$ cat config.mk
export PLATFORM = sky130hd
export DESIGN_NAME = dfst_vertex_store
export DESIGN_NICKNAME = d
export VERILOG_FILES = /design/src/hdl/dfst_vertex_store.sv
export SDC_FILE = /design/constraint.sdc
export NUM_CORES = 2
export LEC_CHECK = 0
export BUFFER_PORTS_ARGS = -buffer_cell sky130_fd_sc_hd__buf_2
export CAP_MARGIN = 20
export CORE_MARGIN = 1
export CORE_UTILIZATION = 45
export DETAILED_ROUTE_END_ITERATION = 8
export PLACE_DENSITY = 0.64
export SLEW_MARGIN = 25
export SYNTH_ARGS = -nofsm -noshare
export SYNTH_HDL_FRONTEND = slang
export SYNTH_SLANG_ARGS = --single-unit
$ cat constraint.sdc
create_clock -name clk -period 4.7 [get_ports clk]
set_clock_uncertainty 0.2 [all_clocks]
set_input_delay 0.47 -clock clk [delete_from_list [all_inputs] [get_ports clk]]
set_output_delay 0.47 -clock clk [all_outputs]
set_load 0.005 [all_outputs]
$ cat src/hdl/dfst_vertex_store.sv
// Per-vertex search records (discovery, parent, finish) and the walk stack.
module dfst_vertex_store #(
  parameter int MAX_VERTICES = 64,
  parameter int MAX_EDGES    = 256,
  localparam int VW = $clog2(MAX_VERTICES),
  localparam int EW = $clog2(MAX_EDGES),
  localparam int LW = EW + 1
) (
  input  logic          clk,
  input  logic [VW-1:0] v_rd_addr,
  output logic [7:0]    v_rd_disc,
  output logic          v_rd_hasp,
  output logic [VW-1:0] v_rd_par,
  output logic [7:0]    v_rd_fin,
  input  logic          vi_we,
  input  logic [VW-1:0] vi_wr_addr,
  input  logic [7:0]    vi_wr_disc,
  input  logic          vi_wr_hasp,
  input  logic [VW-1:0] vi_wr_par,
  input  logic          fin_we,
  input  logic [VW-1:0] fin_wr_addr,
  input  logic [7:0]    fin_wr_data,
  input  logic [VW-1:0] stk_rd_addr,
  output logic [VW-1:0] stk_rd_vtx,
  output logic [LW-1:0] stk_rd_cur,
  input  logic          stk_we,
  input  logic [VW-1:0] stk_wr_addr,
  input  logic [VW-1:0] stk_wr_vtx,
  input  logic [LW-1:0] stk_wr_cur
);

  logic [8+VW:0]    vi_mem [MAX_VERTICES];
  logic [7:0]       fin_mem [MAX_VERTICES];
  logic [VW+LW-1:0] stk_mem [MAX_VERTICES];
  logic [8+VW:0]    vi_rd_r;
  logic [7:0]       fin_rd_r;
  logic [VW+LW-1:0] stk_rd_r;

  always_ff @(posedge clk) begin
    if (vi_we) begin
      vi_mem[vi_wr_addr] <= {vi_wr_disc, vi_wr_hasp, vi_wr_par};
    end
    if (fin_we) begin
      fin_mem[fin_wr_addr] <= fin_wr_data;
    end
    if (stk_we) begin
      stk_mem[stk_wr_addr] <= {stk_wr_vtx, stk_wr_cur};
    end
    vi_rd_r  <= vi_mem[v_rd_addr];
    fin_rd_r <= fin_mem[v_rd_addr];
    stk_rd_r <= stk_mem[stk_rd_addr];
  end

  assign v_rd_disc  = vi_rd_r[8+VW:VW+1];
  assign v_rd_hasp  = vi_rd_r[VW];
  assign v_rd_par   = vi_rd_r[VW-1:0];
  assign v_rd_fin   = fin_rd_r;
  assign stk_rd_vtx = stk_rd_r[VW+LW-1:LW];
  assign stk_rd_cur = stk_rd_r[LW-1:0];

endmodule

==> flow_metrics.py <==
metrics = {
    "outcome": {
        "status": "completed",
    },
    "finish": {
        "drive_gt1_share_pct": 25.4,
        "final_common_cell": "edfxtp_1",
        "area_growth_syn_to_layout_pct": 13.4,
        "fillers": 16457,
        "multiInputGateArea_mm2": 0.0196,
        "most-common-layout-cells": "2432 x edfxtp_1, 509 x mux4_2, 240 x mux2i_1",
        "nNetsFinal": 4814,
        "regArea_mm2": 0.0738,
    },
    "timing": {
        "min_period_ns": 3.00,
        "hold_viol_final": 0,
        "worst-slew-pin-transition_ns": 1.10,
        "fin_crit_sh_pct": 63.8,
        "finalSetupViolations": 0,
        "max_slew_margin_pct": 26.5,
        "setup_ws_ns": 1.70,
        "fin_hold_ws_ns": 0.0615,
        "tns_ns": 0,
        "drv_slew": 0,
        "rsz0062_at_grt": "false",
        "fmax_mhz": 334,
    },
    "clock_network": {
        "root_buffer": "clkbuf_16",
        "cts_htree_levels": 4,
        "tritoncts": "done",
        "cts_sinks": 2470,
        "worst_skew_pair.late_latency_ns": 0.89,
        "clk_pin_slew_ns": 0.06,
        "numCtsBuffers": 238,
        "cts_resized": 0,
        "cts_buffer_depth": 3,
    },
    "logic_synthesis": {
        "yosys_most_used_dff": "edfxtp_1",
        "syn_area_mm2": 0.0948,
        "synth_top_area_share_pct": 77.1,
        "syn_inst": 4400,
        "ys_seq_area_share_pct": 77.9,
        "yosys-top-cells-area": "edfxtp_1 77%, mux4_2 12%, mux2i_1 2.5%",
        "ys_types": 51,
        "synth_top_area_cell": "edfxtp_1",
        "yosysWarnings": 0,
        "async_flop_share_pct": 0,
        "synth_nets": 4472,
        "syn_area_per_cell_um2": 21.5,
        "synth_edf_count": 2432,
        "synth-seq-cells": 2470,
    },
    "placed_design": {
        "dp_slack_ns": 0.869,
        "dp_hpwl_um": 134000,
        "gp_congestion": 0.855,
        "numPortBuffers": 109,
    },
    "worst_setup_path": {
        "cp_slowest_cell": "a211oi_1",
        "critPathMaxFanout": 32,
        "crit_end": "stk_rd_r[3]",
        "critPathKind": "in2reg",
        "worst-path-buf-inv": 1,
        "max_stage_delay_ns": 0.96,
        "r2r-start": "stk_mem[22][6]",
        "critPathLaunch": "stk_rd_addr[4]",
        "start_kind": "input port",
        "ff2ff_path_depth": 4,
        "critPathCaptureType": "flop",
        "worst-path-stages": 6,
        "r2r-end": "stk_rd_r[6]",
        "crit_family": "compound AO/OA/AOI/OAI gates",
        "path_cells": "buf_2 > nor2_1 > nand2_1 > o22ai_1 > a211oi_1 > a22o_1",
        "required_ns": 5.32,
        "r2r_slack_ns": 2.35,
        "worstPathArrival_ns": 3.62,
    },
    "floorplan": {
        "die_h_um": 461,
        "design.core.area_mm2": 0.209,
        "die_area_mm2": 0.212,
        "rows": 168,
        "die-width_um": 461,
        "start_util_pct": 45.3,
        "io_pins": 110,
    },
    "route": {
        "wirelength_um": 228000,
        "via_per_inst": 5.94,
        "drt-initial-drc-count": 5446,
        "routedWlPerCell_um": 29.4,
        "vias": 46114,
        "post-route-drc-count": 0,
        "ant_nets": 0,
        "firstDrtPassIters": 5,
    },
    "grt": {
        "grt_pass1_wl_um": 330000,
        "grt_pass1_vias": 46149,
        "antenna_found_initial": 12,
        "grt_overflow_total": 0,
        "grt_use_total_pct": 21.5,
        "grt_max_degree": 81,
    },
    "flow_run": {
        "max-cap-violations": 0,
    },
    "worst_hold_path": {
        "hold_class": "in2reg",
        "worstHoldStart": "stk_wr_vtx[5]",
    },
    "power": {
        "powerDensity_mw_per_mm2": 426,
        "peakVddDrop_mv": 0.449,
        "leakagePower_nw": 34.0,
    },
}
## final cells by class
type	count	share of cell area, %
inverter	1	0.00349
timing repair buffer	352	2.50
sequential	2470	68.7
clock inverter	162	1.51
antenna	7	0.0163
tap	2805	3.27
clock buffer	289	5.78
multi-input combinational	1679	18.2
## how the worst min path moves through the flow
| stage | end | slack, ns | cells after the start |
|---|---|---|---|
| 6_report | stk_mem[21][14] | 0.06 | 2 |
| 5_1_grt | stk_mem[18][2] | 0.05 | 2 |
| 4_1_cts | fin_mem[21][5] | 0.004 | 2 |
| 3_5_place_dp | vi_rd_r[4] | 0.61 | 4 |
| 3_3_place_gp | v_rd_fin[4] | 0.61 | 4 |
| 2_1_floorplan | fin_mem[0][0] | 0.37 | 0 |
## kinds of logic after synthesis
kind of cell / count (synthesis) / share of synthesized area, %
compound gates: 400 / 2.96
flops: 2470 / 77.9
buf+inv: 251 / 1.54
simple gates: 466 / 2.17
mux: 813 / 15.5
## report_power, final
part           leakage [nW]  total (mW)  switching [mW]  internal, mW
clock network          3.79        19.0            8.32          10.7
registers              22.2        24.5          0.0949          24.4
logic                  8.01        2.28            1.47         0.808
## cells in the mapped netlist, types with 25 or more instances
library cell	instances
a211oi_1	29
a21oi_1	38
a221oi_1	42
a22oi_1	47
a311oi_1	25
buf_2	69
buf_4	43
clkbuf_1	95
dfxtp_1	38
edfxtp_1	2432
mux2_2	60
mux2i_1	240
mux4_2	509
nand2_1	116
nand3_1	30
nor2_1	226
o21ai_0	69
o22ai_1	51
## sequential cells by signal (all words and copies together), names as in the netlist
signal / cells
vi_rd_r: 15
fin_mem: 512
stk_rd_r: 15
v_rd_fin: 8
stk_mem: 960
vi_mem: 960
## metrics by stage
step	std cells	area, µm²	util (%)	power (mW)
after floorplan	4400	94800	-	26.1
after global placement	7284	99300	47.4	27.2
after detailed placement	7284	99300	47.4	27.2
after CTS	7755	107000	51.3	46.0
after global routing	7761	107000	51.3	47.0
final	7765	107000	51.3	45.7
## timing repair
action	in CTS	in global routing
endpoints found under the setup margin	0	0
hold endpoints to repair	517	133
hold buffers	20	3
setup buffers	0	0
## metal layers
layer	wire, µm	share of wire [%]	up-vias	global-route usage, %
met5	9	0.0039	-	0
met4	6340	2.8	2	6.42
met3	16900	7.4	337	3.58
met2	108000	48	1932	33.7
met1	96400	42	24668	31.1
li1	-	-	19175	-
(Power assumes the default switching activity.)
