$ cat src/hdl/dfst_graph_store.sv
// Adjacency storage: per-vertex list head and tail, edge target and link tables.
module dfst_graph_store #(
  parameter int MAX_VERTICES = 64,
  parameter int MAX_EDGES    = 256,
  localparam int VW = $clog2(MAX_VERTICES),
  localparam int EW = $clog2(MAX_EDGES),
  localparam int LW = EW + 1
) (
  input  logic          clk,
  input  logic          rst_n,
  input  logic          ht_clear,
  input  logic [VW-1:0] ht_rd_addr,
  output logic          ht_rd_vld,
  output logic [EW-1:0] ht_rd_head,
  output logic [EW-1:0] ht_rd_tail,
  input  logic          ht_we,
  input  logic [VW-1:0] ht_wr_addr,
  input  logic [EW-1:0] ht_wr_head,
  input  logic [EW-1:0] ht_wr_tail,
  input  logic [EW-1:0] e_rd_addr,
  output logic [VW-1:0] e_rd_tgt,
  output logic [LW-1:0] e_rd_lnk,
  input  logic          tgt_we,
  input  logic [EW-1:0] tgt_wr_addr,
  input  logic [VW-1:0] tgt_wr_data,
  input  logic          lnk_we,
  input  logic [EW-1:0] lnk_wr_addr,
  input  logic [LW-1:0] lnk_wr_data
);

  logic [2*EW-1:0]         ht_mem [MAX_VERTICES];
  logic [VW-1:0]           tgt_mem [MAX_EDGES];
  logic [LW-1:0]           lnk_mem [MAX_EDGES];
  logic [MAX_VERTICES-1:0] ht_vld_r;
  logic                    ht_rd_vld_r;
  logic [2*EW-1:0]         ht_rd_r;
  logic [VW-1:0]           tgt_rd_r;
  logic [LW-1:0]           lnk_rd_r;

  always_ff @(posedge clk) begin
    if (ht_we) begin
      ht_mem[ht_wr_addr] <= {ht_wr_head, ht_wr_tail};
    end
    ht_rd_r <= ht_mem[ht_rd_addr];
    if (tgt_we) begin
      tgt_mem[tgt_wr_addr] <= tgt_wr_data;
    end
    if (lnk_we) begin
      lnk_mem[lnk_wr_addr] <= lnk_wr_data;
    end
    tgt_rd_r <= tgt_mem[e_rd_addr];
    lnk_rd_r <= lnk_mem[e_rd_addr];
  end

  always_ff @(posedge clk) begin
    if (!rst_n || ht_clear) begin
      ht_vld_r    <= '0;
      ht_rd_vld_r <= 1'b0;
    end else begin
      if (ht_we) begin
        ht_vld_r[ht_wr_addr] <= 1'b1;
      end
      ht_rd_vld_r <= ht_vld_r[ht_rd_addr];
    end
  end

  assign ht_rd_vld  = ht_rd_vld_r;
  assign ht_rd_head = ht_rd_r[2*EW-1:EW];
  assign ht_rd_tail = ht_rd_r[EW-1:0];
  assign e_rd_tgt   = tgt_rd_r;
  assign e_rd_lnk   = lnk_rd_r;

endmodule

$ cat config.mk
export PLATFORM = sky130hd
export DESIGN_NAME = dfst_graph_store
export DESIGN_NICKNAME = d
export VERILOG_FILES = /design/src/hdl/dfst_graph_store.sv
export SDC_FILE = /design/constraint.sdc
export NUM_CORES = 2
export LEC_CHECK = 0
export ABC_AREA = 0
export BUFFER_PORTS_ARGS = -buffer_cell sky130_fd_sc_hd__buf_4
export CAP_MARGIN = 10
export CORE_MARGIN = 4
export CORE_UTILIZATION = 30
export CTS_CLUSTER_SIZE = 20
export DETAILED_ROUTE_END_ITERATION = 10
export PLACE_DENSITY_LB_ADDON = 0.3
export SYNTH_ARGS = -nofsm -noshare
export SYNTH_HDL_FRONTEND = slang
export SYNTH_MEMORY_MAX_BITS = 65536
export SYNTH_SLANG_ARGS = --single-unit
$ cat constraint.sdc
create_clock -name clk -period 3.5 [get_ports clk]
set_input_delay 0.525 -clock clk [delete_from_list [all_inputs] [get_ports clk]]
set_output_delay 0.525 -clock clk [all_outputs]
set_load 0.01 [all_outputs]
==> impl_results.md <==
* Sink Count at about 5000
* Die height at 802.7 um
* Pleak at about 0.070 uW
* Fin. Hold Viols at 0
* Largest net degree at the start of global routing at 145
* Maximum clock frequency at roughly 330 MHz
* CTS root buffer: clkbuf_16
* Flip-flop and latch count after synthesis at 4960
* Final Cycle Share at 86.25%
* Die X at between 800 and 900 um
* Design Area, Final at ~220000 sq um
* Nature of the critical path endpoint: flip-flop
* Yosys warns at 0
* PD cells at roughly 560 nW/um^2
* Crit path DAT at just under 4 ns
* Congestion Overflow GR at 0
* Status: completed
* Residual DRC at 0
* Final Critical Period at just over 3 ns
* PnR worst setup slack at around 0.48 ns
* Number of distinct library cells after synthesis at 52
* Mapped Avg Cell Area at between 20 and 25 sq um
* Routed WL per cell at approximately 27 um
* Clock skew at between 0.1 and 0.15 ns
* Overall global routing resource usage at between 15 and 20%
* Core area at roughly 630000 sq um
* Setup violations, final at 0
* Crit Path Class: in -> reg
* 1st-pass router iterations at 5
* RSZ-0062 raised after global routing: no
* Dpl cells at 17516
* Via/cell ratio at around 5.0
* Min-delay worst type: in -> reg
* Area Growth Syn to Fin at 18.02%
* Initial core utilization at a little under a third
* Detailed Place HPWL at a little over 300000 um
* Synth async-reset ratio at 0%
* Htree depth at 6
* CTS tree: yes
* Worst vdd ir at about 0.00056 V
* Post-synth EDFFs at 4864
* Relative slew slack at between 10% and 20%
* Cts repair resizes at 0
* Slew at the pin with the worst max-slew slack at 1.318 ns
* Max Cap Viol at 0
* Gate Count Post-Synth at between 8000 and 9000
* Post-Layout Cell Count at between 15000 and 20000
* 1st-iter DRT viols at ~10000
* Setup crit start kind: input port
* Via count at slightly above 90000
* Final Net Count at 9778
* Sequential share of the synthesized area at between 70% and 80%
* First-pass GRT wire length at roughly 710000 um
* Worst Path Max Fanout at 29
* Post-route ant nets at 0
* Setup WS pre-CTS at -0.5328 ns
* Die area at roughly 640000 sq um
* CTS clk-pin slew, worst paths at around 0.060 ns
* Number of global-route vias before repair at roughly 97000
* Ys flop type: edfxtp_1
* Gpl congestion at about 0.8
* Worst-skew pair later-pin latency at about 1.1 ns
* Max-slew violations at 0
* Placed Area at slightly above 200000 sq um
* Initial antenna violation count at 26
* CTS Buf Count at ~520
* Clk buf depth at 4
* Critical Path RT at 4.43 ns
* Post-Syn Nets at slightly below 9000
* IO buf count at roughly 100
* WL final at approximately 500000 um
* Row cnt at between 200 and 300
* Layout cells sized above 1 at roughly 30%
* Synthesized area at between 150000 and 200000 sq um
* IO Pins at 105
## stage by stage
stage / utilization (%) / setup TNS (ns) / total power [uW] / hold WS [ns]
finish: 35.56 / 0 / 126200 / 0.01951
global route: 35.56 / 0 / 130500 / 0.01586
CTS: 35.55 / 0 / 127600 / 0.006792
detailed placement: 32.87 / -1.929 / 73300 / 0.4476
global placement: 32.86 / -2.658 / 73180 / 0.4410
floorplan: - / 0 / 69770 / 0.4354
## state kept, by name, summed over array words and instances (netlist names)
name,cells
ht_mem,1024
tgt_mem,1536
ht_rd_r,16
lnk_mem,2304
ht_vld_r,64
ht_rd_vld,1
e_rd_tgt,6
e_rd_lnk,9
## what timing repair did
item / CTS / global route
hold endpoints to repair: 624 / 0
hold buffers: 18 / 0
setup buffers: 0 / 0
## report_power, final
group | internal [uW] | total (uW) | switching (uW)
combinational | 2380 | 6370 | 3990
sequential | 65400 | 65600 | 168
clock | 31000 | 54300 | 23200
## metal layers
layer	part of all wire, %	GRT usage (%)
met3	7.0	2.662
met4	2.6	3.938
met2	49	24.87
met1	42	20.46
met5	0.014	0
## worst max-delay path: stages
cell and delay [ns]:
buf_16 0.24, buf_12 0.21, buf_12 0.23, mux4_2 0.56, a22oi_1 0.41, a21oi_1 0.24
nor4_1 1.09, buf_4 0.26, nor4_1 0.05
## layout by cell type, fill, tap and decap left out, drive strengths merged, types with 35 or more instances in the layout
cell	count
inv	35
nand2	96
mux4	1194
o22ai	35
nor2	618
nor2b	45
nor4	73
nand3	53
buf	981
a21oi	177
clkbuf	654
bufinv	39
clkinv	203
a211oi	48
o21a	64
a22oi	378
o221ai	59
mux2i	182
dfxtp	96
edfxtp	4864
## cells in the mapped netlist, types with 20 or more instances
master / n / area (sq um)
edfxtp_1: 4864 / 146100
dfxtp_1: 96 / 1922
a21oi_1: 177 / 885.9
buf_4: 37 / 277.8
o22ai_1: 35 / 219.0
a211oi_1: 48 / 360.4
buf_1: 45 / 168.9
mux2i_1: 182 / 1822
nand2_1: 96 / 360.4
a31oi_1: 25 / 156.4
o221ai_1: 59 / 516.8
a22oi_1: 378 / 2838
clkbuf_1: 287 / 1077
nor2b_1: 45 / 281.5
o21a_1: 64 / 480.5
o21ai_0: 20 / 100.1
nand3_1: 53 / 265.3
nor4_1: 73 / 456.7
buf_2: 158 / 790.8
mux4_2: 1194 / 26890
nor2_1: 618 / 2320
## final cells by class
class / count / area, sq um
fillers: 57545 / 405200
flip-flops and latches: 4960 / 148000
multi-input cells: 3217 / 39290
clock buffers: 648 / 13740
well taps: 8350 / 10450
repair buffers: 1005 / 9124
clock inverters: 289 / 2973
diodes: 7 / 17.52
inverters: 2 / 7.507
## kinds of logic after synthesis
kind of cell    share of synthesized area [%]
compound gates                          3.243
buf+inv                                 1.238
flops                                   78.11
mux                                     15.25
simple gates                            2.159
## final timing paths
path / start / endpoint / slack, ns / depth (start not counted)
setup / recovery: e_rd_addr[0] / e_rd_lnk[8] / 0.48 / 9
hold / removal: lnk_wr_data[5] / lnk_mem[211][5] / 0.02 / 1
setup reg to reg: lnk_mem[27][8] / e_rd_lnk[8] / 0.52 / 6
hold reg to reg: ht_vld_r[27] / ht_vld_r[27] / 0.46 / 1
Note: power is estimated with default switching activity, not from simulation.
